[src/sv/sspc_pkg.sv]
`timescale 1ns / 1ps
// Shared types, code bytes and arithmetic helpers for the serial setpoint
// command parser. No dependencies; every other file imports this package.
package sspc_pkg;

  typedef struct packed {
    logic       command;
    logic [7:0] rx_byte;
    logic [9:0] input_voltage;
    logic [9:0] process_value;
  } sspc_in_t;

  typedef struct packed {
    logic [7:0]  tx_byte;
    logic        last;
    logic [1:0]  write_target;
    logic [13:0] write_value;
    logic        integrator_clear;
    logic        led_level;
  } sspc_out_t;

  // Protocol bytes.
  localparam logic [7:0] BYTE_START = 8'h62;
  localparam logic [7:0] BYTE_READ  = 8'h72;
  localparam logic [7:0] BYTE_WRITE = 8'h77;
  localparam logic [7:0] BYTE_END   = 8'h66;
  localparam logic [7:0] BYTE_ERR   = 8'h65;
  localparam logic [7:0] BYTE_ZERO  = 8'h30;
  localparam logic [7:0] BYTE_NINE  = 8'h39;
  localparam logic [7:0] TGT_SETPT  = 8'h53;
  localparam logic [7:0] TGT_GAIN_P = 8'h50;
  localparam logic [7:0] TGT_GAIN_I = 8'h49;
  localparam logic [7:0] TGT_LED    = 8'h4C;
  localparam logic [7:0] TGT_VOLT   = 8'h56;
  localparam logic [7:0] TGT_OUTPUT = 8'h4F;

  localparam logic [1:0] WT_NONE     = 2'd0;
  localparam logic [1:0] WT_SETPOINT = 2'd1;
  localparam logic [1:0] WT_GAIN_P   = 2'd2;
  localparam logic [1:0] WT_GAIN_I   = 2'd3;

  typedef enum logic [2:0] {
    ERR_START   = 3'd1,
    ERR_COMMAND = 3'd2,
    ERR_WR_TGT  = 3'd3,
    ERR_VALUE   = 3'd4,
    ERR_RD_TGT  = 3'd5,
    ERR_TIMEOUT = 3'd6
  } sspc_err_t;

  localparam logic [13:0] SETPT_MIN   = 14'd80;
  localparam logic [13:0] SETPT_MAX   = 14'd240;
  localparam logic [13:0] CLAMP_3DIG  = 14'd999;
  localparam logic [13:0] CLAMP_4DIG  = 14'd9999;

  // Work handed from the parser to the reply generator.
  typedef enum logic [2:0] {
    JOB_END,
    JOB_ERR,
    JOB_SP_WRITE,
    JOB_SCALED_READ,
    JOB_GAIN_READ
  } sspc_job_kind_t;

  typedef enum logic [1:0] {
    SC_SP_WRITE,
    SC_SP_READ,
    SC_VOLTAGE,
    SC_OUTPUT
  } sspc_scale_t;

  typedef struct packed {
    sspc_job_kind_t kind;
    sspc_scale_t    scale;
    logic [13:0]    arg;
    logic [1:0]     wt;
    logic           clr;
    logic           led;
  } sspc_job_t;

  localparam int JOBQ_DEPTH = 4;
  localparam int JOBQ_AW    = $clog2(JOBQ_DEPTH);
  localparam int JOBQ_CW    = JOBQ_AW + 1;

  // Scaling is (a * mul + add) / div, with the division done as a multiply
  // by ceil(2^24 / div) and a shift; exact over every reachable numerator.
  localparam int RECIP_SHIFT = 24;
  localparam int NUM_W       = 17;
  localparam int RECIP_W     = 19;
  localparam int PROD_W      = NUM_W + RECIP_W;
  localparam int QUOT_W      = 12;

  typedef struct packed {
    logic [7:0]         mul;
    logic [6:0]         add;
    logic [RECIP_W-1:0] recip;
  } sspc_scale_k_t;

  function automatic sspc_scale_k_t scale_consts(sspc_scale_t s);
    sspc_scale_k_t k;
    case (s)
      SC_SP_WRITE: k = '{mul: 8'd136, add: 7'd25, recip: 19'd335545};
      SC_SP_READ:  k = '{mul: 8'd50,  add: 7'd68, recip: 19'd123362};
      SC_VOLTAGE:  k = '{mul: 8'd10,  add: 7'd41, recip: 19'd204601};
      default:     k = '{mul: 8'd100, add: 7'd0,  recip: 19'd61681};
    endcase
    return k;
  endfunction

  // Multiples of each decimal weight, most significant position first.
  localparam logic [13:0] DEC_MULT [0:3][0:9] = '{
    '{14'd0, 14'd1000, 14'd2000, 14'd3000, 14'd4000,
      14'd5000, 14'd6000, 14'd7000, 14'd8000, 14'd9000},
    '{14'd0, 14'd100, 14'd200, 14'd300, 14'd400,
      14'd500, 14'd600, 14'd700, 14'd800, 14'd900},
    '{14'd0, 14'd10, 14'd20, 14'd30, 14'd40,
      14'd50, 14'd60, 14'd70, 14'd80, 14'd90},
    '{14'd0, 14'd1, 14'd2, 14'd3, 14'd4,
      14'd5, 14'd6, 14'd7, 14'd8, 14'd9}
  };

  typedef struct packed {
    logic [3:0]  digit;
    logic [13:0] rest;
  } sspc_digit_t;

  // Peels off the digit at one decimal position with parallel compares.
  function automatic sspc_digit_t digit_split(logic [13:0] v, logic [1:0] pos);
    sspc_digit_t r;
    r.digit = 4'd0;
    r.rest  = v;
    for (int k = 1; k < 10; k++) begin
      if (v >= DEC_MULT[pos][k]) begin
        r.digit = 4'(k);
        r.rest  = v - DEC_MULT[pos][k];
      end
    end
    return r;
  endfunction

endpackage

[src/sv/serial_setpoint_command_parser.sv]
`timescale 1ns / 1ps
// Serial setpoint command parser, top level. Instantiates the parser front
// end, the job queue and the reply back end; depends on sspc_pkg.
//
// Usage: each input item is one received serial byte (command = 0) or a
// timeout event (command = 1), together with live voltage and process value
// samples used by voltage and output reads. The front end takes one item
// per cycle while the four-entry job queue has room; a finished command
// posts one job. The back end turns each job into 1 to 5 result items, one
// per cycle while out_ready is high, the final one marked with last.
// End and error replies and gain reads go from the fetched job straight to
// their bytes; setpoint write, setpoint read, voltage read and output read
// first pass through the scaling multiplier steps BK_MUL and BK_RECIP.
// The back end fetches a job only in its idle state, so it takes no new
// job until it has loaded the last byte of the current reply. A four-byte
// scaled read holds the back end longer than any other command.
// When the receiver stalls, the result register holds its item, the back
// end waits, and once the queue fills in_ready drops.
// Reset clears the command phase, the stored setpoint and gains, the
// indicator level, the queue and the result valid; no clearing pass needed.
module serial_setpoint_command_parser import sspc_pkg::*; (
  input  logic      clk,
  input  logic      rst_n,
  input  logic      in_valid,
  output logic      in_ready,
  input  sspc_in_t  in_data,
  output logic      out_valid,
  input  logic      out_ready,
  output sspc_out_t out_data
);

  logic      fifo_push, fifo_pop, fifo_full, fifo_empty;
  sspc_job_t push_job, pop_job;

  sspc_front u_front (
    .clk      (clk),
    .rst_n    (rst_n),
    .in_valid (in_valid),
    .in_ready (in_ready),
    .in_data  (in_data),
    .job_full (fifo_full),
    .job_push (fifo_push),
    .job_data (push_job)
  );

  sspc_job_fifo u_job_fifo (
    .clk      (clk),
    .rst_n    (rst_n),
    .push     (fifo_push),
    .push_job (push_job),
    .full     (fifo_full),
    .pop      (fifo_pop),
    .pop_job  (pop_job),
    .empty    (fifo_empty)
  );

  sspc_back u_back (
    .clk       (clk),
    .rst_n     (rst_n),
    .job_empty (fifo_empty),
    .job_data  (pop_job),
    .job_pop   (fifo_pop),
    .out_valid (out_valid),
    .out_ready (out_ready),
    .out_data  (out_data)
  );

  // A job is never posted into a full queue.
  a_no_overflow: assert property (@(posedge clk) disable iff (!rst_n)
    fifo_push |-> !fifo_full)
    else $error("job queue overflow");

  // Stored-value updates only ride on the closing end byte of a reply.
  a_write_on_last: assert property (@(posedge clk) disable iff (!rst_n)
    out_valid && (out_data.write_target != WT_NONE) |->
      out_data.last && (out_data.tx_byte == BYTE_END))
    else $error("write reported on a non-final reply byte");

  // Integrator clear belongs to gain writes only.
  a_clear_gain: assert property (@(posedge clk) disable iff (!rst_n)
    out_valid && out_data.integrator_clear |->
      (out_data.write_target == WT_GAIN_P) || (out_data.write_target == WT_GAIN_I))
    else $error("integrator clear without a gain write");

  // A reply byte before the last one is a digit or the error marker.
  a_body_bytes: assert property (@(posedge clk) disable iff (!rst_n)
    out_valid && !out_data.last |->
      ((out_data.tx_byte >= BYTE_ZERO) && (out_data.tx_byte <= BYTE_NINE)) ||
      (out_data.tx_byte == BYTE_ERR))
    else $error("unexpected byte in reply body");

  // No result is offered in the cycle after a reset cycle.
  a_reset_quiet: assert property (@(posedge clk)
    !rst_n |=> !out_valid)
    else $error("result valid right after reset");

endmodule

[src/sv/sspc_front.sv]
`timescale 1ns / 1ps
// Command parser front end: tracks the command phase, collects digits and
// posts one reply job per finished command. Depends on sspc_pkg.
module sspc_front import sspc_pkg::*; (
  input  logic      clk,
  input  logic      rst_n,
  input  logic      in_valid,
  output logic      in_ready,
  input  sspc_in_t  in_data,
  input  logic      job_full,
  output logic      job_push,
  output sspc_job_t job_data
);

  typedef enum logic [3:0] {
    PH_IDLE,
    PH_CMD,
    PH_WSEL,
    PH_WSP,
    PH_WKP,
    PH_WKI,
    PH_RSEL
  } phase_t;

  phase_t      phase_r, phase_nxt, phase_eff;
  logic [2:0]  cnt_r, cnt_nxt, cnt_step;
  logic [13:0] acc_r, acc_nxt, acc_step;
  logic [13:0] gain_p_r, gain_p_nxt;
  logic [13:0] gain_i_r, gain_i_nxt;
  logic        led_r, led_nxt;
  logic        accept;
  logic        is_digit;
  logic [3:0]  digit;

  assign in_ready = !job_full;
  assign accept   = in_valid && in_ready;

  assign is_digit = (in_data.rx_byte >= BYTE_ZERO) && (in_data.rx_byte <= BYTE_NINE);
  assign digit    = 4'(in_data.rx_byte - BYTE_ZERO);
  assign acc_step = 14'(18'(acc_r) * 18'd10 + 18'(digit));
  assign cnt_step = cnt_r + 3'd1;
  assign phase_eff = (phase_r > PH_RSEL) ? PH_IDLE : phase_r;

  always_comb begin
    phase_nxt  = phase_eff;
    cnt_nxt    = cnt_r;
    acc_nxt    = acc_r;
    gain_p_nxt = gain_p_r;
    gain_i_nxt = gain_i_r;
    led_nxt    = led_r;
    job_push   = 1'b0;
    job_data   = '{kind: JOB_END, scale: SC_SP_WRITE, arg: 14'd0,
                   wt: WT_NONE, clr: 1'b0, led: 1'b0};

    if (accept) begin
      if (in_data.command) begin
        if (phase_eff != PH_IDLE) begin
          job_push      = 1'b1;
          job_data.kind = JOB_ERR;
          job_data.arg  = {11'd0, ERR_TIMEOUT};
          phase_nxt     = PH_IDLE;
        end
      end else begin
        unique case (phase_eff) inside
          PH_IDLE: begin
            if (in_data.rx_byte == BYTE_START) begin
              phase_nxt = PH_CMD;
            end else begin
              job_push      = 1'b1;
              job_data.kind = JOB_ERR;
              job_data.arg  = {11'd0, ERR_START};
            end
          end
          PH_CMD: begin
            if (in_data.rx_byte == BYTE_READ) begin
              phase_nxt = PH_RSEL;
            end else if (in_data.rx_byte == BYTE_WRITE) begin
              phase_nxt = PH_WSEL;
              cnt_nxt   = 3'd0;
              acc_nxt   = 14'd0;
            end else begin
              job_push      = 1'b1;
              job_data.kind = JOB_ERR;
              job_data.arg  = {11'd0, ERR_COMMAND};
              phase_nxt     = PH_IDLE;
            end
          end
          PH_WSEL: begin
            unique case (in_data.rx_byte)
              TGT_SETPT:  phase_nxt = PH_WSP;
              TGT_GAIN_P: phase_nxt = PH_WKP;
              TGT_GAIN_I: phase_nxt = PH_WKI;
              TGT_LED: begin
                led_nxt   = !led_r;
                job_push  = 1'b1;
                phase_nxt = PH_IDLE;
              end
              default: begin
                job_push      = 1'b1;
                job_data.kind = JOB_ERR;
                job_data.arg  = {11'd0, ERR_WR_TGT};
                phase_nxt     = PH_IDLE;
              end
            endcase
          end
          PH_WSP, PH_WKP, PH_WKI: begin
            if (!is_digit) begin
              job_push      = 1'b1;
              job_data.kind = JOB_ERR;
              job_data.arg  = {11'd0, ERR_VALUE};
              phase_nxt     = PH_IDLE;
            end else begin
              acc_nxt = acc_step;
              cnt_nxt = cnt_step;
              if (phase_eff == PH_WSP) begin
                if (cnt_step >= 3'd3) begin
                  job_push  = 1'b1;
                  phase_nxt = PH_IDLE;
                  if (acc_step < SETPT_MIN || acc_step > SETPT_MAX) begin
                    job_data.kind = JOB_ERR;
                    job_data.arg  = {11'd0, ERR_VALUE};
                  end else begin
                    // The scaled value is worked out in the back end.
                    job_data.kind  = JOB_SP_WRITE;
                    job_data.scale = SC_SP_WRITE;
                    job_data.arg   = acc_step;
                    job_data.wt    = WT_SETPOINT;
                  end
                end
              end else if (cnt_step >= 3'd4) begin
                job_push     = 1'b1;
                phase_nxt    = PH_IDLE;
                job_data.arg = acc_step;
                job_data.clr = 1'b1;
                if (phase_eff == PH_WKP) begin
                  gain_p_nxt  = acc_step;
                  job_data.wt = WT_GAIN_P;
                end else begin
                  gain_i_nxt  = acc_step;
                  job_data.wt = WT_GAIN_I;
                end
              end
            end
          end
          PH_RSEL: begin
            job_push  = 1'b1;
            phase_nxt = PH_IDLE;
            unique case (in_data.rx_byte)
              TGT_SETPT: begin
                job_data.kind  = JOB_SCALED_READ;
                job_data.scale = SC_SP_READ;
              end
              TGT_GAIN_P: begin
                job_data.kind = JOB_GAIN_READ;
                job_data.arg  = gain_p_r;
              end
              TGT_GAIN_I: begin
                job_data.kind = JOB_GAIN_READ;
                job_data.arg  = gain_i_r;
              end
              TGT_VOLT: begin
                job_data.kind  = JOB_SCALED_READ;
                job_data.scale = SC_VOLTAGE;
                job_data.arg   = {4'd0, in_data.input_voltage};
              end
              TGT_OUTPUT: begin
                job_data.kind  = JOB_SCALED_READ;
                job_data.scale = SC_OUTPUT;
                job_data.arg   = {4'd0, in_data.process_value};
              end
              default: begin
                job_data.kind = JOB_ERR;
                job_data.arg  = {11'd0, ERR_RD_TGT};
              end
            endcase
          end
          default: phase_nxt = PH_IDLE;
        endcase
      end
    end
    // Every reply byte carries the indicator level after this item.
    job_data.led = led_nxt;
  end

  always_ff @(posedge clk) begin
    if (!rst_n) begin
      phase_r  <= PH_IDLE;
      cnt_r    <= 3'd0;
      acc_r    <= 14'd0;
      gain_p_r <= 14'd0;
      gain_i_r <= 14'd0;
      led_r    <= 1'b0;
    end else begin
      phase_r  <= phase_nxt;
      cnt_r    <= cnt_nxt;
      acc_r    <= acc_nxt;
      gain_p_r <= gain_p_nxt;
      gain_i_r <= gain_i_nxt;
      led_r    <= led_nxt;
    end
  end

endmodule

[src/sv/sspc_job_fifo.sv]
`timescale 1ns / 1ps
// Short job queue between the parser front end and the reply back end.
// Depends on sspc_pkg for the job type and depth.
module sspc_job_fifo import sspc_pkg::*; (
  input  logic      clk,
  input  logic      rst_n,
  input  logic      push,
  input  sspc_job_t push_job,
  output logic      full,
  input  logic      pop,
  output sspc_job_t pop_job,
  output logic      empty
);

  sspc_job_t            slots_r [JOBQ_DEPTH];
  logic [JOBQ_AW-1:0]   wr_ptr_r, rd_ptr_r;
  logic [JOBQ_CW-1:0]   count_r;

  assign full    = (count_r == JOBQ_CW'(JOBQ_DEPTH));
  assign empty   = (count_r == '0);
  assign pop_job = slots_r[rd_ptr_r];

  always_ff @(posedge clk) begin
    if (!rst_n) begin
      wr_ptr_r <= '0;
      rd_ptr_r <= '0;
      count_r  <= '0;
    end else begin
      if (push) begin
        wr_ptr_r <= wr_ptr_r + JOBQ_AW'(1);
      end
      if (pop) begin
        rd_ptr_r <= rd_ptr_r + JOBQ_AW'(1);
      end
      case ({push, pop})
        2'b10:   count_r <= count_r + JOBQ_CW'(1);
        2'b01:   count_r <= count_r - JOBQ_CW'(1);
        default: count_r <= count_r;
      endcase
    end
  end

  always_ff @(posedge clk) begin
    if (push) begin
      slots_r[wr_ptr_r] <= push_job;
    end
  end

endmodule

[src/sv/sspc_back.sv]
`timescale 1ns / 1ps
// Reply back end: scales values, splits them into decimal digits and drives
// the registered result channel. Depends on sspc_pkg.
module sspc_back import sspc_pkg::*; (
  input  logic      clk,
  input  logic      rst_n,
  input  logic      job_empty,
  input  sspc_job_t job_data,
  output logic      job_pop,
  output logic      out_valid,
  input  logic      out_ready,
  output sspc_out_t out_data
);

  typedef enum logic [2:0] {
    BK_IDLE,
    BK_MUL,
    BK_RECIP,
    BK_DIGIT,
    BK_END,
    BK_ERR,
    BK_ERR_CODE
  } back_state_t;

  back_state_t        state_r, state_nxt;
  sspc_job_t          job_r, job_nxt;
  logic [NUM_W-1:0]   num_r, num_nxt;
  logic [13:0]        value_r, value_nxt;
  logic [1:0]         pos_r, pos_nxt;
  logic [9:0]         setpt_r, setpt_nxt;
  logic               out_valid_r, out_valid_nxt;
  sspc_out_t          out_r, out_nxt;

  logic               load;
  sspc_scale_k_t      kc;
  logic [13:0]        scale_arg;
  logic [PROD_W-1:0]  prod;
  logic [QUOT_W-1:0]  quot;
  sspc_digit_t        dsplit;

  assign load      = !out_valid_r || out_ready;
  assign job_pop   = (state_r == BK_IDLE) && !job_empty;
  assign out_valid = out_valid_r;
  assign out_data  = out_r;

  assign kc        = scale_consts(job_r.scale);
  assign scale_arg = (job_r.scale == SC_SP_READ) ? {4'd0, setpt_r} : job_r.arg;
  assign prod      = PROD_W'(num_r) * PROD_W'(kc.recip);
  assign quot      = prod[RECIP_SHIFT +: QUOT_W];
  assign dsplit    = digit_split(value_r, pos_r);

  always_comb begin
    state_nxt     = state_r;
    job_nxt       = job_r;
    num_nxt       = num_r;
    value_nxt     = value_r;
    pos_nxt       = pos_r;
    setpt_nxt     = setpt_r;
    out_valid_nxt = out_valid_r && !out_ready;
    out_nxt       = out_r;

    unique case (state_r)
      BK_IDLE: begin
        if (!job_empty) begin
          job_nxt = job_data;
          unique case (job_data.kind) inside
            JOB_END:                       state_nxt = BK_END;
            JOB_ERR:                       state_nxt = BK_ERR;
            JOB_SP_WRITE, JOB_SCALED_READ: state_nxt = BK_MUL;
            JOB_GAIN_READ: begin
              value_nxt = (job_data.arg > CLAMP_4DIG) ? CLAMP_4DIG : job_data.arg;
              pos_nxt   = 2'd0;
              state_nxt = BK_DIGIT;
            end
            default:                       state_nxt = BK_IDLE;
          endcase
        end
      end
      BK_MUL: begin
        num_nxt   = NUM_W'(22'(scale_arg) * 22'(kc.mul)) + NUM_W'(kc.add);
        state_nxt = BK_RECIP;
      end
      BK_RECIP: begin
        if (job_r.kind == JOB_SP_WRITE) begin
          setpt_nxt = quot[9:0];
          value_nxt = {4'd0, quot[9:0]};
          state_nxt = BK_END;
        end else begin
          value_nxt = (14'(quot) > CLAMP_3DIG) ? CLAMP_3DIG : 14'(quot);
          pos_nxt   = 2'd1;
          state_nxt = BK_DIGIT;
        end
      end
      BK_DIGIT: begin
        if (load) begin
          out_valid_nxt = 1'b1;
          out_nxt       = '{tx_byte: BYTE_ZERO + {4'd0, dsplit.digit}, last: 1'b0,
                            write_target: WT_NONE, write_value: 14'd0,
                            integrator_clear: 1'b0, led_level: job_r.led};
          value_nxt     = dsplit.rest;
          pos_nxt       = pos_r + 2'd1;
          if (pos_r == 2'd3) begin
            state_nxt = BK_END;
          end
        end
      end
      BK_END: begin
        if (load) begin
          out_valid_nxt = 1'b1;
          out_nxt       = '{tx_byte: BYTE_END, last: 1'b1, write_target: job_r.wt,
                            write_value: 14'd0, integrator_clear: job_r.clr,
                            led_level: job_r.led};
          if (job_r.wt != WT_NONE) begin
            out_nxt.write_value = (job_r.kind == JOB_SP_WRITE) ? value_r : job_r.arg;
          end
          state_nxt = BK_IDLE;
        end
      end
      BK_ERR: begin
        if (load) begin
          out_valid_nxt = 1'b1;
          out_nxt       = '{tx_byte: BYTE_ERR, last: 1'b0, write_target: WT_NONE,
                            write_value: 14'd0, integrator_clear: 1'b0,
                            led_level: job_r.led};
          state_nxt     = BK_ERR_CODE;
        end
      end
      BK_ERR_CODE: begin
        if (load) begin
          out_valid_nxt = 1'b1;
          out_nxt       = '{tx_byte: BYTE_ZERO + {5'd0, job_r.arg[2:0]}, last: 1'b1,
                            write_target: WT_NONE, write_value: 14'd0,
                            integrator_clear: 1'b0, led_level: job_r.led};
          state_nxt     = BK_IDLE;
        end
      end
      default: state_nxt = BK_IDLE;
    endcase
  end

  always_ff @(posedge clk) begin
    if (!rst_n) begin
      state_r     <= BK_IDLE;
      setpt_r     <= 10'd0;
      out_valid_r <= 1'b0;
    end else begin
      state_r     <= state_nxt;
      setpt_r     <= setpt_nxt;
      out_valid_r <= out_valid_nxt;
    end
    job_r   <= job_nxt;
    num_r   <= num_nxt;
    value_r <= value_nxt;
    pos_r   <= pos_nxt;
    out_r   <= out_nxt;
  end

endmodule
[config.mk]
export PLATFORM = sky130hd
export DESIGN_NAME = serial_setpoint_command_parser
export DESIGN_NICKNAME = d
export VERILOG_FILES = /design/src/sv/sspc_pkg.sv /design/src/sv/serial_setpoint_command_parser.sv /design/src/sv/sspc_front.sv /design/src/sv/sspc_job_fifo.sv /design/src/sv/sspc_back.sv
export SDC_FILE = /design/constraint.sdc
export NUM_CORES = 1
export LEC_CHECK = 0
export BUFFER_PORTS_ARGS = -buffer_cell sky130_fd_sc_hd__buf_4
export CAP_MARGIN = 5
export CORE_ASPECT_RATIO = 1.2
export CORE_MARGIN = 1.5
export CORE_UTILIZATION = 35
export DETAILED_ROUTE_END_ITERATION = 16
export HOLD_SLACK_MARGIN = 0.15
export PLACE_DENSITY = 0.61
export SLEW_MARGIN = 20
export SYNTH_ARGS = -nofsm -noshare
export SYNTH_HDL_FRONTEND = slang
export SYNTH_SLANG_ARGS = --single-unit
[constraint.sdc]
create_clock -name clk -period 7.9 [get_ports clk]
set_input_delay 1.58 -clock clk [delete_from_list [all_inputs] [get_ports clk]]
set_output_delay 1.58 -clock clk [all_outputs]
set_load 0.02 [all_outputs]
# Word level (Yosys, flattened, before mapping)
# Memories as Yosys holds them, arrays and structs flattened. A register that Yosys moved wholly into a read port is not among the register bits.
# Cells that the tools add are included.
[word_totals]
reg_bits = 154
mem_bits_rw = 92
in_bits = 33
out_inout_bits = 29
elab_cells = 279
mem_count = 1
[memory_table]
columns = ["memory", "depth", "width", "read_ports", "rd_ports_with_merged_regs", "wr", "line", "text"]
rows = [
  ["u_job_fifo.slots_r", 4, 23, 1, 1, 1, "sspc_job_fifo.sv:15", "sspc_job_t slots_r [JOBQ_DEPTH];"],
]
[classes]
addsub = 20
n_mul = 3
n_lt_le_gt_ge = 19
n_eq_ne = 45
muxes = 120
bitwise_logic = 5
reduce_logical = 39
[ops]
columns = ["op", "count"]
rows = [
  ["140-bit binary-select mux with 2-bit select", 1],
  ["126-bit 2-to-1 mux", 2],
  ["14-bit 2-to-1 mux", 15],
  ["18-bit 2-to-1 mux", 8],
  ["14-bit one-hot mux with 5 select lines", 2],
  ["14-bit >= comparator", 9],
  ["14-bit subtractor", 9],
  ["27-bit 2-to-1 mux", 4],
  ["27-bit one-hot mux with 4 select lines", 1],
  ["34-bit one-hot mux with 3 select lines", 1],
  ["8-bit by 7-bit equality test with 1-bit output (second input constant)", 9],
  ["3-bit 2-to-1 mux", 16],
  ["14-bit one-hot mux with 3 select lines", 1],
  ["4-bit 2-to-1 mux", 10],
  ["17-bit by 19-bit multiplier with 36-bit output", 1],
  ["14-bit one-hot mux with 2 select lines", 1],
  ["1-bit 2-to-1 mux", 27],
  ["2-bit 2-to-1 mux", 12],
  ["22-bit 2-to-1 mux", 1],
  ["21-bit 2-to-1 mux", 1],
  ["5-bit AND reduction", 4],
  ["3-bit one-hot mux with 2 select lines", 3],
  ["3-bit one-hot mux with 6 select lines", 1],
  ["17-bit by 7-bit adder with 17-bit output", 1],
  ["other kinds (58)", 111],
]

# Longest topological paths before layout
# Gate-level depths: netlist of the first run.
[logic_depth]
ltp_word = 17
ltp_mapped = 31
depth_no_buf = 28

# By module
# From an unflattened synthesis of the first run, not the netlist that was laid out.
[hier_totals]
cells_unflattened = 2937
area_unflattened_um2 = 27888.0
[by_module_without_submodules]
columns = ["mod", "instances", "cells_per_inst", "area_each_um2", "seq_area_each_um2"]
rows = [
  ["sspc_back", 1, 2302, 20243.2, 2712.6],
  ["sspc_front", 1, 469, 3841.2, 980.9],
  ["sspc_job_fifo", 1, 166, 3803.6, 2942.8],
]

# Least setup slack after synthesis of the first run
# No wires, ideal clock.
[synth_timing]
path_type = "reg2reg"
startpoint = "register u_back.job_r[18] in the netlist's numbering"
endpoint = "register u_back.value_r[0], data pin"
setup_time_ns = 0.272
t_arrival_ns = 7.183
t_required_ns = 7.628
path_slack_ns = 0.445
path_stages_with_launch = 29
path_buffers = 3
synth_period_minus_slack_ns = 7.455
path_cell_list = "edfxtp_1 -> inv_1 -> ha_1 -> clkbuf_1 -> nor2_1 -> or2_2 -> clkbuf_1 -> clkinv_1 -> clkbuf_1 -> nand2_1 -> fa_1 -> inv_1 -> fa_1 -> fa_1 -> fa_1 -> fa_1 -> inv_1 -> fa_1 -> inv_1 -> ha_1 -> a211oi_1 -> nor2_1 -> o311ai_1 -> a31oi_1 -> or3_1 -> a22oi_1 -> and4bb_1 -> o31ai_1 -> o311ai_1"
[synth_rtl]
columns = ["item", "line", "text"]
rows = [
  ["start, declared", "sspc_back.sv:26", "sspc_job_t job_r, job_nxt;"],
  ["start signal, assigned", "sspc_back.sv:151", "job_r <= job_nxt;"],
  ["end signal, assigned", "sspc_back.sv:153", "value_r <= value_nxt;"],
  ["end, declared", "sspc_back.sv:28", "logic [13:0] value_r, value_nxt;"],
]

# Worst setup path after layout of the first run
[layout_timing]
startpoint = "register u_back.job_r[18] in the netlist's numbering"
endpoint = "register u_back.value_r[0], data pin"
[layout_via]
elab_chain_len = 7
elab_cells_between_ends = 9
classes_between = "mul (1); order compare (1); eq/ne (2); mux (4); reduce/logical (1)"
[layout_rtl]
columns = ["item", "line", "text"]
rows = [
  ["2-bit equality test (tied with other cells)", "sspc_pkg.sv:101", "case (s)"],
  ["34-bit one-hot mux with 3 select lines (*)", "sspc_pkg.sv:101", ""],
  ["17-bit by 19-bit multiplier with 36-bit output (*)", "sspc_back.sv:48", "assign prod = PROD_W'(num_r) * PROD_W'(kc.recip);"],
  ["12-bit by 10-bit greater-than comparator with 1-bit output", "sspc_back.sv:89", "value_nxt = (14'(quot) > CLAMP_3DIG) ? CLAMP_3DIG : 14'(quot);"],
  ["12-bit 2-to-1 mux", "sspc_back.sv:89", ""],
  ["14-bit 2-to-1 mux (*)", "sspc_back.sv:84", "if (job_r.kind == JOB_SP_WRITE) begin"],
  ["14-bit one-hot mux with 3 select lines (*)", "sspc_back.sv:62", "unique case (state_r)"],
  ["net u_back.value_nxt[0]", "sspc_back.sv:28", ""],
]
# The timed path passes the listed nets; every way through them passes the cells marked *.
# A chain may end at the register's enable or synchronous reset.

==> results of run 1 <==
[logic make-up (layout without fill, tap and decap cells)]
group | count (synthesis) | after routing | share of synthesized area [%]
flip-flops | 239 | 239 | 22.9
XOR/XNOR | 113 | 113 | 3.53
adder cells (fa/ha/maj) | 539 | 539 | 31.8
multiplexers | 39 | 39 | 2.38
AND/OR/NAND/NOR | 943 | 943 | 16.3
AO/OA/AOI/OAI | 625 | 625 | 14.8
other | 2 | 4 | 0.0266
buffers and inverters | 612 | 634 | 8.33
[cells in the final DEF, fill, tap and decap left out, drive strengths merged, types with 52 or more instances in the layout]
cell and instances:
a21oi 182, and2 69, buf 109, dfxtp 72, edfxtp 167, fa 298
ha 241, inv 479, nand2 252, nand2b 57, nand3 52, nor2 257
nor3 68, o21ai 114, xnor2 79
[layer usage]
metal	vias to the layer above	global-route usage, %	routed length (um)
li1	10600	-	-
met1	11300	25.8	34800
met2	868	36.3	42100
met4	0	9.46	4250
met5	-	0	0
met3	215	2.01	4610
[cells in the mapped netlist, drive strengths merged (9+ instances only)]
cell type / instances
o211ai: 24
mux4: 22
nor2: 257
o22ai: 12
nand2: 252
a211oi: 42
a21o: 28
a211o: 12
nand2b: 57
dfxtp: 72
a22o: 15
edfxtp: 167
o311ai: 10
a221o: 10
nor3b: 11
and2: 69
clkbuf: 95
a22oi: 18
nand4: 26
or3: 19
o2111ai: 9
fa: 298
ha: 241
a31oi: 38
and3: 10
xnor2: 79
nor4: 18
nor3: 68
o21ai: 114
inv: 477
nor2b: 42
nand3b: 10
xor2: 34
o21a: 18
nand3: 52
o31ai: 12
mux2i: 12
or2: 25
buf: 38
a21oi: 182
[stage by stage]
stage	util [%]	hold WS [ns]	TNS, ns	std cells	setup WS [ns]
final	38.6	0.458	0	4171	0.331
after global routing	38.6	0.481	-0.0156	4170	-0.00898
after CTS	38.5	0.455	0	4166	0.158
after detailed placement	37.5	0.447	0	4121	0.194
after global placement	37.5	0.442	0	4120	0.372
after floorplan	-	0.400	0	3113	0.445
[worst max-delay path, cell delays in order, from the launching register on]
cell and delay [ns]:
sky130_fd_sc_hd__edfxtp_1 0.41, sky130_fd_sc_hd__inv_1 0.11, sky130_fd_sc_hd__ha_1 0.22, sky130_fd_sc_hd__nor2_1 0.12, sky130_fd_sc_hd__or2_4 0.18, sky130_fd_sc_hd__clkinvlp_4 0.21, sky130_fd_sc_hd__buf_4 0.22, sky130_fd_sc_hd__nand2_1 0.11
sky130_fd_sc_hd__inv_1 0.12, sky130_fd_sc_hd__fa_1 0.52, sky130_fd_sc_hd__fa_1 0.46, sky130_fd_sc_hd__fa_1 0.54, sky130_fd_sc_hd__fa_1 0.44, sky130_fd_sc_hd__fa_1 0.55, sky130_fd_sc_hd__inv_1 0.06, sky130_fd_sc_hd__fa_1 0.47
sky130_fd_sc_hd__inv_1 0.04, sky130_fd_sc_hd__ha_2 0.39, sky130_fd_sc_hd__nand3_1 0.14, sky130_fd_sc_hd__or2_2 0.30, sky130_fd_sc_hd__o31a_1 0.30, sky130_fd_sc_hd__a31oi_1 0.26, sky130_fd_sc_hd__o21ai_0 0.13, sky130_fd_sc_hd__a22oi_1 0.20
sky130_fd_sc_hd__and4bb_2 0.30, sky130_fd_sc_hd__o31ai_1 0.30, sky130_fd_sc_hd__o311ai_1 0.16
[registers in the layout, summed over array words and instances (netlist names), 3 cells and up, named ones only]
| register | count |
|---|---|
| u_back.state_r | 3 |
| u_front.gain_p_r | 14 |
| u_back.value_r | 14 |
| u_back.num_r | 17 |
| u_back.setpt_r | 10 |
| u_front.phase_r | 4 |
| u_back.out_data | 24 |
| u_job_fifo.slots_r | 88 |
| u_back.job_r | 22 |
| u_front.gain_i_r | 14 |
| u_front.acc_r | 13 |
| u_job_fifo.count_r | 3 |
| u_front.cnt_r | 3 |
[final cells by class]
| class | instances | area, um2 | area share (%) |
|---|---|---|---|
| timing repair inverter | 1 | 7.51 | 0.0244 |
| clock inverter | 19 | 209 | 0.680 |
| clock buffer | 26 | 629 | 2.05 |
| multi-input combinational | 2262 | 19500 | 63.5 |
| tap | 1035 | 1290 | 4.21 |
| inverter | 479 | 1800 | 5.86 |
| timing repair buffer | 109 | 822 | 2.67 |
| sequential | 239 | 6460 | 21.0 |
| antenna | 1 | 2.50 | 0.00814 |
[repair_timing]
item                                    in CTS  in global routing
buffers inserted                             0                  3
resized for setup                            0                 17
endpoints found under the setup margin       0                  8
[worst paths after layout]
check / start / to
max reg2reg: u_back.job_r[18]$_DFFE_PP_ / u_back.value_r[0]$_DFFE_PP_
min reg2reg: u_back.setpt_r[4]$_SDFFE_PN0P_ / u_back.setpt_r[4]$_SDFFE_PN0P_
min: u_back.setpt_r[4]$_SDFFE_PN0P_ / u_back.setpt_r[4]$_SDFFE_PN0P_
max: u_back.job_r[18]$_DFFE_PP_ / u_back.value_r[0]$_DFFE_PP_
==> flow_summary.html, run 1 <==
<table>
<tr><th>Metric</th><th>Value</th></tr>
<tr><th colspan="2">Synth</th></tr>
<tr><td>Cell type with the highest aggregate area in the netlist</td><td>sky130_fd_sc_hd__fa_1</td></tr>
<tr><td>Main flop type after synthesis</td><td>sky130_fd_sc_hd__edfxtp_1</td></tr>
<tr><td>EDFF count, synth</td><td>roughly 170</td></tr>
<tr><td>Yosys top cell area share</td><td>21.1%</td></tr>
<tr><td>Largest cells by area after synthesis</td><td>sky130_fd_sc_hd__fa_1, sky130_fd_sc_hd__edfxtp_1, sky130_fd_sc_hd__ha_1</td></tr>
<tr><td>Async S/R FF share, synth</td><td>0%</td></tr>
<tr><td>Post-synthesis register bit count</td><td>239</td></tr>
<tr><td>Fraction of the yosys area taken by sequential cells</td><td>a little under a quarter</td></tr>
<tr><td>Mapped Area</td><td>0.0282 mm2</td></tr>
<tr><td>Library cells used by synthesis</td><td>100</td></tr>
<tr><td>Avg Cell Area, Syn</td><td>9.08 um2</td></tr>
<tr><td>Gate count after technology mapping</td><td>between 3000 and 4000</td></tr>
<tr><td>Warning count from the yosys run</td><td>0</td></tr>
<tr><th colspan="2">Timing</th></tr>
<tr><td>Transition at the pin with the smallest max-transition slack</td><td>about 0.98 ns</td></tr>
<tr><td>Number of setup violations in the final report</td><td>0</td></tr>
<tr><td>Total count of hold-check failures in the final report</td><td>0</td></tr>
<tr><td>Highest achievable clock rate</td><td>approximately 130 MHz</td></tr>
<tr><td>Number of slew-limit violations in the final report</td><td>0</td></tr>
<tr><td>Final clock skew</td><td>0.00943 ns</td></tr>
<tr><td>Part of the cycle the worst path needs</td><td>95.8%</td></tr>
<tr><td>Max-Slew Margin vs Limit</td><td>34.4%</td></tr>
<tr><td>Final Critical Period</td><td>7.57 ns</td></tr>
<tr><th colspan="2">Placement</th></tr>
<tr><td>HPWL after detailed placement</td><td>69200 um</td></tr>
<tr><td>Port Buffer Count</td><td>59</td></tr>
<tr><td>Gpl congestion</td><td>approximately 0.95</td></tr>
<tr><td>Placed instance area</td><td>0.0298 mm2</td></tr>
<tr><th colspan="2">Die</th></tr>
<tr><td>Top-Level Pins</td><td>62</td></tr>
<tr><td>Core outline area</td><td>between 0.07 and 0.08 mm2</td></tr>
<tr><td>Std-Cell Rows</td><td>approximately 110</td></tr>
<tr><td>Die Footprint</td><td>0.0824 mm2</td></tr>
<tr><td>Die Span Y</td><td>about 310 um</td></tr>
<tr><td>Horizontal die dimension</td><td>approximately 260 um</td></tr>
<tr><td>Initial standard-cell utilization of the core</td><td>35.5%</td></tr>
<tr><th colspan="2">Clock network</th></tr>
<tr><td>Max clock buf depth</td><td>3</td></tr>
<tr><td>Clock network latency to the later pin of the worst-skew pair</td><td>0.54 ns</td></tr>
<tr><td>Quantity of hold-fixing buffers added after cts</td><td>0</td></tr>
<tr><td>Buffer cell driving the clock tree root</td><td>sky130_fd_sc_hd__clkbuf_16</td></tr>
<tr><td>Total number of H-tree levels</td><td>1</td></tr>
<tr><td>Clock tree sinks</td><td>239</td></tr>
<tr><td>Number of clock buffers inserted by TritonCTS</td><td>25</td></tr>
<tr><td>TritonCTS clock tree</td><td>done</td></tr>
<tr><td>Clock-pin transition on the worst setup and hold timing paths</td><td>0.06 ns</td></tr>
<tr><th colspan="2">Run status</th></tr>
<tr><td>Run status</td><td>complete, no violations</td></tr>
<tr><th colspan="2">Worst hold path</th></tr>
<tr><td>Cell count of the worst hold path</td><td>2</td></tr>
<tr><td>Type of the worst min-delay path</td><td>register to register</td></tr>
<tr><th colspan="2">Critical path</th></tr>
<tr><td>Data required time at the worst endpoint</td><td>8.16 ns</td></tr>
<tr><td>Capturing element type of the critical path</td><td>register</td></tr>
<tr><td>Worst Setup Start Kind</td><td>register</td></tr>
<tr><td>Register-to-register setup slack</td><td>between 0.3 and 0.4 ns</td></tr>
<tr><td>Worst-path fanout max</td><td>7</td></tr>
<tr><td>Number of cell instances on the worst register-to-register path</td><td>26</td></tr>
<tr><td>WP data arrival</td><td>7.83 ns</td></tr>
<tr><td>Type of the worst setup path</td><td>register to register</td></tr>
<tr><th colspan="2">Drt</th></tr>
<tr><td>Antenna viol nets, final</td><td>0</td></tr>
<tr><td>DRC viols</td><td>0</td></tr>
<tr><td>DR WL/cell</td><td>between 20 and 25 um</td></tr>
<tr><td>Vias after detailed routing</td><td>approximately 23000</td></tr>
<tr><td>Initial drt markers</td><td>1989</td></tr>
<tr><td>Detailed-routing iteration count for the pre-antenna-repair pass</td><td>7</td></tr>
<tr><td>Vias per cell</td><td>5.50</td></tr>
<tr><td>Wire length reported by the detailed router</td><td>approximately 86000 um</td></tr>
<tr><th colspan="2">Cells and area</th></tr>
<tr><td>Fraction of final layout cells sized beyond drive strength 1</td><td>7.69%</td></tr>
<tr><td># nets final</td><td>about 3700</td></tr>
<tr><td>Fillcell total</td><td>~8100</td></tr>
<tr><td>Synthesis-to-finish area growth</td><td>8.82%</td></tr>
<tr><td>Finished Cell Area</td><td>between 0.03 and 0.04 mm2</td></tr>
<tr><th colspan="2">GRT</th></tr>
<tr><td>Vias in the first global route</td><td>about 23000</td></tr>
<tr><td>Sum of overflow across all layers after global routing</td><td>0</td></tr>
<tr><td>Wire length of the first global-routing pass</td><td>133000 um</td></tr>
<tr><td>Number of antenna violations at the first check in global routing</td><td>0</td></tr>
<tr><td>Maximum number of pins on one net before global-route repair</td><td>60</td></tr>
<tr><td>GRT Util Overall</td><td>20.7%</td></tr>
<tr><th colspan="2">Flow run</th></tr>
<tr><td>Max-cap viol count</td><td>0</td></tr>
</table>
Power of run 1 is left out: the tool's default activity adds up to more than one toggle a clock period on the data nets, which glitch-free logic cannot reach.
==> run 2, diff against run 1 <==
--- a/config.mk
+++ b/config.mk
@@ -11,6 +11,7 @@
 export CORE_MARGIN = 1.5
 export CORE_UTILIZATION = 35
 export DETAILED_ROUTE_END_ITERATION = 16
+export GPL_TIMING_DRIVEN = 0
 export HOLD_SLACK_MARGIN = 0.15
 export PLACE_DENSITY = 0.61
 export SLEW_MARGIN = 20
==> flow_summary.html, run 2 (same netlist as run 1, synthesis figures left out) <==
<table>
<tr><th>Metric</th><th>Value</th></tr>
<tr><th colspan="2">Critical path</th></tr>
<tr><td>Data required time at the worst endpoint</td><td>8.20 ns (was 8.16 ns)</td></tr>
<tr><td>Crit-path max cell delay</td><td>0.61 ns (was 0.55 ns)</td></tr>
<tr><td>Worst Setup Start Kind</td><td>register (unchanged)</td></tr>
<tr><td>Worst-path fanout max</td><td>10 (was 7)</td></tr>
<tr><td>Capturing element type of the critical path</td><td>register (unchanged)</td></tr>
<tr><td>Type of the worst setup path</td><td>register to register (unchanged)</td></tr>
<tr><td>Cell mode on critical path</td><td>sky130_fd_sc_hd__fa_1 (unchanged)</td></tr>
<tr><td>Sum of buffers and inverters on the critical path</td><td>7 (was 6)</td></tr>
<tr><td>Slowest stage cell on the critical path</td><td>sky130_fd_sc_hd__fa_1 (unchanged)</td></tr>
<tr><td>WP data arrival</td><td>7.99 ns (was 7.83 ns)</td></tr>
<tr><td>Gate family responsible for the most delay along the worst path</td><td>adder cells (unchanged)</td></tr>
<tr><th colspan="2">Timing</th></tr>
<tr><td>Final clock skew</td><td>0.0156 ns (was 0.00943 ns)</td></tr>
<tr><td>Max-Slew Margin vs Limit</td><td>27.6% (was 34.4%)</td></tr>
<tr><td>Part of the cycle the worst path needs</td><td>97.3% (was 95.8%)</td></tr>
<tr><td>Total negative setup slack</td><td>0 ns (unchanged)</td></tr>
<tr><td>Number of setup violations in the final report</td><td>0 (unchanged)</td></tr>
<tr><td>Total count of hold-check failures in the final report</td><td>0 (unchanged)</td></tr>
<tr><td>Transition at the pin with the smallest max-transition slack</td><td>1.08 ns (was 0.984 ns)</td></tr>
<tr><td>Number of slew-limit violations in the final report</td><td>0 (unchanged)</td></tr>
<tr><td>Highest achievable clock rate</td><td>130 MHz (was 132 MHz)</td></tr>
<tr><td>Final Critical Period</td><td>7.69 ns (was 7.57 ns)</td></tr>
<tr><td>Setup repair after global routing missed its margin</td><td>false</td></tr>
<tr><td>Worst path setup slack after routing</td><td>0.213 ns (was 0.331 ns)</td></tr>
<tr><th colspan="2">Die</th></tr>
<tr><td>Die Span Y</td><td>314 um (unchanged)</td></tr>
<tr><td>Die Footprint</td><td>0.0824 mm2 (unchanged)</td></tr>
<tr><td>Top-Level Pins</td><td>62 (unchanged)</td></tr>
<tr><td>Std-Cell Rows</td><td>113 (unchanged)</td></tr>
<tr><td>Core outline area</td><td>0.0796 mm2 (unchanged)</td></tr>
<tr><td>Horizontal die dimension</td><td>262 um (unchanged)</td></tr>
<tr><td>Initial standard-cell utilization of the core</td><td>35.5% (unchanged)</td></tr>
<tr><th colspan="2">Placement</th></tr>
<tr><td>Port Buffer Count</td><td>59 (unchanged)</td></tr>
<tr><td>HPWL after detailed placement</td><td>74400 um (was 69200 um)</td></tr>
<tr><td>Gpl congestion</td><td>0.971 (was 0.952)</td></tr>
<tr><td>Setup Slack @ Placement</td><td>-1.77 ns (was 0.194 ns)</td></tr>
<tr><th colspan="2">Drt</th></tr>
<tr><td>Top layer reached by signal wires</td><td>met4 (unchanged)</td></tr>
<tr><td>Detailed-routed wire length on met2</td><td>44700 um (was 42100 um)</td></tr>
<tr><td>Wire length reported by the detailed router</td><td>90900 um (was 85800 um)</td></tr>
<tr><td>Vias after detailed routing</td><td>23500 (was 23000)</td></tr>
<tr><td>DR WL/cell</td><td>21.3 um (was 20.6 um)</td></tr>
<tr><td>Post-route met1 wirelength</td><td>36800 um (was 34800 um)</td></tr>
<tr><td>Vias per cell</td><td>5.51 (was 5.50)</td></tr>
<tr><td>Detailed-routing iteration count for the pre-antenna-repair pass</td><td>5 (was 7)</td></tr>
<tr><td>DRC viols</td><td>0 (unchanged)</td></tr>
<tr><td>Initial drt markers</td><td>1680 (was 1989)</td></tr>
<tr><td>Antenna viol nets, final</td><td>0 (unchanged)</td></tr>
<tr><td>Detailed route wirelength on metal3</td><td>5210 um (was 4610 um)</td></tr>
<tr><th colspan="2">Flow run</th></tr>
<tr><td>Max-cap viol count</td><td>0 (unchanged)</td></tr>
<tr><th colspan="2">Clock network</th></tr>
<tr><td>Total number of H-tree levels</td><td>1 (unchanged)</td></tr>
<tr><td>Clock network latency to the later pin of the worst-skew pair</td><td>0.56 ns (was 0.54 ns)</td></tr>
<tr><td>Clock-pin transition on the worst setup and hold timing paths</td><td>0.06 ns (about the same)</td></tr>
<tr><td>Max clock buf depth</td><td>3 (unchanged)</td></tr>
<tr><td>TritonCTS clock tree</td><td>done (unchanged)</td></tr>
<tr><td>Number of clock buffers inserted by TritonCTS</td><td>26 (was 25)</td></tr>
<tr><td>Clock tree sinks</td><td>239 (unchanged)</td></tr>
<tr><td>Buffer cell driving the clock tree root</td><td>sky130_fd_sc_hd__clkbuf_16 (unchanged)</td></tr>
<tr><th colspan="2">Run status</th></tr>
<tr><td>Run status</td><td>complete, no violations (unchanged)</td></tr>
<tr><th colspan="2">Cells and area</th></tr>
<tr><td>Fraction of final layout cells sized beyond drive strength 1</td><td>9.22% (was 7.69%)</td></tr>
<tr><td>Most frequent cells in the layout</td><td>sky130_fd_sc_hd__inv_1, sky130_fd_sc_hd__fa_1, sky130_fd_sc_hd__nor2_1 (unchanged)</td></tr>
<tr><td># nets final</td><td>3783 (was 3689)</td></tr>
<tr><td>Most flops, register</td><td>u_job_fifo.slots_r (unchanged)</td></tr>
<tr><td>Top Registers</td><td>u_job_fifo.slots_r x88, u_back.out_data x24, u_back.job_r x22 (unchanged)</td></tr>
<tr><td>Antenna fix cells</td><td>0 (was 1)</td></tr>
<tr><td>Number of flip-flops in the largest register</td><td>88 (unchanged)</td></tr>
<tr><td>Synthesis-to-finish area growth</td><td>10.9% (was 8.82%)</td></tr>
<tr><td>Fillcell total</td><td>8046 (was 8060)</td></tr>
<tr><td>Most frequent standard cell in the layout excluding fill and tap cells</td><td>sky130_fd_sc_hd__inv_1 (unchanged)</td></tr>
<tr><th colspan="2">GRT</th></tr>
<tr><td>GRT Util Overall</td><td>22.0% (was 20.7%)</td></tr>
<tr><td>Sum of overflow across all layers after global routing</td><td>0 (unchanged)</td></tr>
<tr><td>Number of antenna violations at the first check in global routing</td><td>0 (unchanged)</td></tr>
<tr><td>Maximum number of pins on one net before global-route repair</td><td>23 (was 60)</td></tr>
<tr><td>Wire length of the first global-routing pass</td><td>140000 um (was 133000 um)</td></tr>
<tr><td>Vias in the first global route</td><td>23700 (was 22900)</td></tr>
<tr><th colspan="2">Worst hold path</th></tr>
<tr><td>Type of the worst min-delay path</td><td>register to register (unchanged)</td></tr>
</table>
[run 2: changes by cell type in the layout (fill, tap and decap cells not counted), sizes merged]
cell	delta
clkbuf	+94
buf	+5
clkinvlp	-3
clkinv	-2
inv	+2
diode	-1
[run 2: what timing repair did]
action	in CTS	in global routing
buffers inserted	5	4
hold buffers	0	0
resized for setup	51	52
endpoints found under the setup margin	20	10
pin swaps	6	14
[run 2: worst paths after layout]
path | startpoint | endpoint | slack, ns | cells after the start
setup / recovery | u_back.job_r[18]$_DFFE_PP_ | u_back.value_r[3]$_DFFE_PP_ | 0.21 | 27
hold / removal | u_back.job_r[0]$_DFFE_PP_ | u_back.out_data[0]$_DFFE_PP_ | 0.46 | 0
setup reg to reg | u_back.job_r[18]$_DFFE_PP_ | u_back.value_r[3]$_DFFE_PP_ | 0.21 | 27
hold reg to reg | u_back.job_r[0]$_DFFE_PP_ | u_back.out_data[0]$_DFFE_PP_ | 0.46 | 0
[run 2: cell type report]
type                       count  area, um2  area share [%]
multi-input combinational   2262      19700            62.9
timing repair buffer          75        561            1.79
tap                         1035       1290            4.14
clock buffer                  31        669            2.14
inverter                     479       1810            5.79
clock inverter                17        216           0.691
sequential                   239       6460            20.6
buffer                       128        607            1.94
[run 2: stage by stage]
step | cell area (um2) | hold slack (ns) | util (%) | cells
after global routing | 31300 | 0.477 | 39.3 | 4266
after CTS | 31200 | 0.459 | 39.1 | 4264
after detailed placement | 30100 | 0.424 | 37.8 | 4214
after floorplan | 28200 | 0.400 | - | 3113
final | 31300 | 0.460 | 39.3 | 4266
after global placement | 30000 | 0.443 | 37.7 | 4207
[run 2: metal layers]
metal  GRT usage, %  vias up
li1               -    10800
met3           2.79      211
met1           27.5    11600
met2           38.3      872
met5              0        -
met4           9.55        0
Power of run 2 is left out for the same reason.
==> run 3, diff against run 2 <==
--- a/config.mk
+++ b/config.mk
@@ -13,6 +13,7 @@
 export DETAILED_ROUTE_END_ITERATION = 16
 export GPL_TIMING_DRIVEN = 0
 export HOLD_SLACK_MARGIN = 0.15
+export MAX_ROUTING_LAYER = met4
 export PLACE_DENSITY = 0.61
 export SLEW_MARGIN = 20
 export SYNTH_ARGS = -nofsm -noshare
==> flow_summary.html, run 3 (same netlist as run 1, synthesis figures left out) <==
<table>
<tr><th>Metric</th><th>Value</th></tr>
<tr><th colspan="2">Run status</th></tr>
<tr><td>Run status</td><td>complete, no violations (unchanged)</td></tr>
<tr><th colspan="2">Cells and area</th></tr>
<tr><td>Fillcell total</td><td>8041 (was 8046)</td></tr>
<tr><td>Most frequent cells in the layout</td><td>sky130_fd_sc_hd__inv_1, sky130_fd_sc_hd__fa_1, sky130_fd_sc_hd__nor2_1 (unchanged)</td></tr>
<tr><td>Final cell count without fillers</td><td>4272 (was 4266)</td></tr>
<tr><td>Synthesis-to-finish area growth</td><td>11.2% (was 10.9%)</td></tr>
<tr><td>Top Registers</td><td>u_job_fifo.slots_r x88, u_back.out_data x24, u_back.job_r x22 (unchanged)</td></tr>
<tr><td>Fraction of final layout cells sized beyond drive strength 1</td><td>9.42% (was 9.22%)</td></tr>
<tr><td>Antenna fix cells</td><td>0 (unchanged)</td></tr>
<tr><td>Most flops, register</td><td>u_job_fifo.slots_r (unchanged)</td></tr>
<tr><td>Number of flip-flops in the largest register</td><td>88 (unchanged)</td></tr>
<tr><td>Most frequent standard cell in the layout excluding fill and tap cells</td><td>sky130_fd_sc_hd__inv_1 (unchanged)</td></tr>
<tr><td># nets final</td><td>3790 (was 3783)</td></tr>
<tr><th colspan="2">Clock network</th></tr>
<tr><td>Quantity of hold-fixing buffers added after cts</td><td>0 (unchanged)</td></tr>
<tr><td>Clock-pin transition on the worst setup and hold timing paths</td><td>0.07 ns (was 0.06 ns)</td></tr>
<tr><td>Clock network latency to the later pin of the worst-skew pair</td><td>0.56 ns (about the same)</td></tr>
<tr><td>Buffer cell driving the clock tree root</td><td>sky130_fd_sc_hd__clkbuf_16 (unchanged)</td></tr>
<tr><td>Max clock buf depth</td><td>3 (unchanged)</td></tr>
<tr><td>Total number of H-tree levels</td><td>1 (unchanged)</td></tr>
<tr><td>Clock tree sinks</td><td>239 (unchanged)</td></tr>
<tr><td>TritonCTS clock tree</td><td>done (unchanged)</td></tr>
<tr><td>Number of clock buffers inserted by TritonCTS</td><td>25 (was 26)</td></tr>
<tr><th colspan="2">Worst hold path</th></tr>
<tr><td>Type of the worst min-delay path</td><td>register to register (unchanged)</td></tr>
<tr><th colspan="2">Critical path</th></tr>
<tr><td>Beginning of the critical path</td><td>u_back.job_r[19]$_DFFE_PP_ (was u_back.job_r[18]$_DFFE_PP_)</td></tr>
<tr><td>Register-to-register setup slack</td><td>0.24 ns (was 0.21 ns)</td></tr>
<tr><td>Capturing element type of the critical path</td><td>register (unchanged)</td></tr>
<tr><td>Data required time at the worst endpoint</td><td>8.19 ns (was 8.20 ns)</td></tr>
<tr><td>Worst reg2reg path startpoint</td><td>u_back.job_r[19]$_DFFE_PP_ (was u_back.job_r[18]$_DFFE_PP_)</td></tr>
<tr><td>Cell mode on critical path</td><td>sky130_fd_sc_hd__fa_1 (unchanged)</td></tr>
<tr><td>Number of cell instances on the worst register-to-register path</td><td>29 (was 27)</td></tr>
<tr><td>Crit-path max cell delay</td><td>0.60 ns (was 0.61 ns)</td></tr>
<tr><td>WP data arrival</td><td>7.95 ns (was 7.99 ns)</td></tr>
<tr><td>Destination of the critical timing path</td><td>u_back.value_r[9]$_DFFE_PP_ (was u_back.value_r[3]$_DFFE_PP_)</td></tr>
<tr><td>Worst-path fanout max</td><td>10 (unchanged)</td></tr>
<tr><td>Endpoint of the worst register-to-register path</td><td>u_back.value_r[9]$_DFFE_PP_ (was u_back.value_r[3]$_DFFE_PP_)</td></tr>
<tr><td>Worst Setup Start Kind</td><td>register (unchanged)</td></tr>
<tr><td>Slowest stage cell on the critical path</td><td>sky130_fd_sc_hd__fa_1 (unchanged)</td></tr>
<tr><td>Type of the worst setup path</td><td>register to register (unchanged)</td></tr>
<tr><th colspan="2">GRT</th></tr>
<tr><td>Wire length of the first global-routing pass</td><td>140000 um (about the same)</td></tr>
<tr><td>Number of antenna violations at the first check in global routing</td><td>0 (unchanged)</td></tr>
<tr><td>GRT Util Overall</td><td>22.8% (was 22.0%)</td></tr>
<tr><td>Vias in the first global route</td><td>23800 (was 23700)</td></tr>
<tr><td>Sum of overflow across all layers after global routing</td><td>0 (unchanged)</td></tr>
<tr><td>Maximum number of pins on one net before global-route repair</td><td>23 (unchanged)</td></tr>
<tr><th colspan="2">Drt</th></tr>
<tr><td>Antenna viol nets, final</td><td>0 (unchanged)</td></tr>
<tr><td>Detailed-routing iteration count for the pre-antenna-repair pass</td><td>6 (was 5)</td></tr>
<tr><td>Vias after detailed routing</td><td>23600 (was 23500)</td></tr>
<tr><td>DR WL/cell</td><td>21.6 um (was 21.3 um)</td></tr>
<tr><td>Vias per cell</td><td>5.53 (was 5.51)</td></tr>
<tr><td>DRC viols</td><td>0 (unchanged)</td></tr>
<tr><td>Initial drt markers</td><td>1985 (was 1680)</td></tr>
<tr><td>Wire length reported by the detailed router</td><td>92100 um (was 90900 um)</td></tr>
<tr><th colspan="2">Placement</th></tr>
<tr><td>Gpl congestion</td><td>0.980 (was 0.971)</td></tr>
<tr><td>Post-placement cell count</td><td>4214 (unchanged)</td></tr>
<tr><td>HPWL after detailed placement</td><td>75300 um (was 74400 um)</td></tr>
<tr><td>Port Buffer Count</td><td>59 (unchanged)</td></tr>
<tr><th colspan="2">Die</th></tr>
<tr><td>Top-Level Pins</td><td>62 (unchanged)</td></tr>
<tr><td>Core outline area</td><td>0.0796 mm2 (unchanged)</td></tr>
<tr><td>Horizontal die dimension</td><td>262 um (unchanged)</td></tr>
<tr><td>Std-Cell Rows</td><td>113 (unchanged)</td></tr>
<tr><td>Initial standard-cell utilization of the core</td><td>35.5% (unchanged)</td></tr>
<tr><td>Die Footprint</td><td>0.0824 mm2 (unchanged)</td></tr>
<tr><td>Die Span Y</td><td>314 um (unchanged)</td></tr>
<tr><th colspan="2">Timing</th></tr>
<tr><td>Max-Slew Margin vs Limit</td><td>36.4% (was 27.6%)</td></tr>
<tr><td>Setup repair after global routing missed its margin</td><td>false (unchanged)</td></tr>
<tr><td>Total negative setup slack</td><td>0 ns (unchanged)</td></tr>
<tr><td>Part of the cycle the worst path needs</td><td>97.0% (was 97.3%)</td></tr>
<tr><td>Final clock skew</td><td>0.0257 ns (was 0.0156 ns)</td></tr>
<tr><td>Number of slew-limit violations in the final report</td><td>0 (unchanged)</td></tr>
<tr><td>Final Critical Period</td><td>7.66 ns (was 7.69 ns)</td></tr>
<tr><td>Transition at the pin with the smallest max-transition slack</td><td>0.953 ns (was 1.08 ns)</td></tr>
<tr><td>Number of setup violations in the final report</td><td>0 (unchanged)</td></tr>
<tr><td>Highest achievable clock rate</td><td>130 MHz (about the same)</td></tr>
<tr><td>Total count of hold-check failures in the final report</td><td>0 (unchanged)</td></tr>
<tr><th colspan="2">Flow run</th></tr>
<tr><td>Max-cap viol count</td><td>0 (unchanged)</td></tr>
</table>
-- run 3: critical path, delay by kind of cell (launching register included) --
family          cells  cell delay (ns)
compound gates      6             1.31
xor+xnor            1             0.15
flops               1             0.49
simple gates        4             0.61
buf+inv            10             0.99
fa+ha+maj           8             3.83
-- run 3: stage by stage --
step,hold slack (ns),util (%),instance area [um2],worst slack (ns)
after floorplan,0.400,-,28200,0.445
after global placement,0.445,37.7,30000,-1.64
after detailed placement,0.415,37.8,30100,-1.72
after CTS,0.461,39.1,31200,0.00115
after global routing,0.475,39.5,31400,0.00556
final,0.461,39.5,31400,0.236
-- run 3: layout make-up --
class,count,area [um2],area share [%]
Buffer,130,614,1.96
Clock buffer,29,661,2.10
Clock inverter,17,231,0.737
Inverter,479,1810,5.76
Multi-Input combinational cell,2262,19700,62.8
Sequential cell,239,6460,20.5
Tap cell,1035,1290,4.12
Timing Repair Buffer,81,633,2.02
-- run 3: worst min path at each step --
stage                                           startpoint                          endpoint  slack [ns]  cells past startpoint
after global placement    u_front.gain_i_r[4]$_SDFFE_PN0P_  u_front.gain_i_r[4]$_SDFFE_PN0P_        0.44                      2
after detailed placement         u_back.job_r[0]$_DFFE_PP_      u_back.out_data[0]$_DFFE_PP_        0.42                      0
after global routing             u_back.job_r[0]$_DFFE_PP_      u_back.out_data[0]$_DFFE_PP_        0.48                      0
after floorplan                  u_back.job_r[0]$_DFFE_PP_      u_back.out_data[0]$_DFFE_PP_        0.40                      0
final                     u_front.gain_p_r[1]$_SDFFE_PN0P_  u_front.gain_p_r[1]$_SDFFE_PN0P_        0.46                      2
after CTS                 u_front.gain_p_r[1]$_SDFFE_PN0P_  u_front.gain_p_r[1]$_SDFFE_PN0P_        0.46                      2
-- run 3: layer usage --
metal	part of all wire [%]	GRT usage, %	vias to the layer above
li1	-	-	10800
met1	41	27.9	11700
met2	49	38.1	925
met3	5.7	2.27	222
met4	4.8	10.1	0
met5	0	-	-
-- run 3: timing repair --
action | CTS | global route
endpoints found under the setup margin | 20 | 10
pin swaps | 3 | 8
resized for setup | 57 | 45
buffers inserted | 4 | 11
Power of run 3 is left out for the same reason.
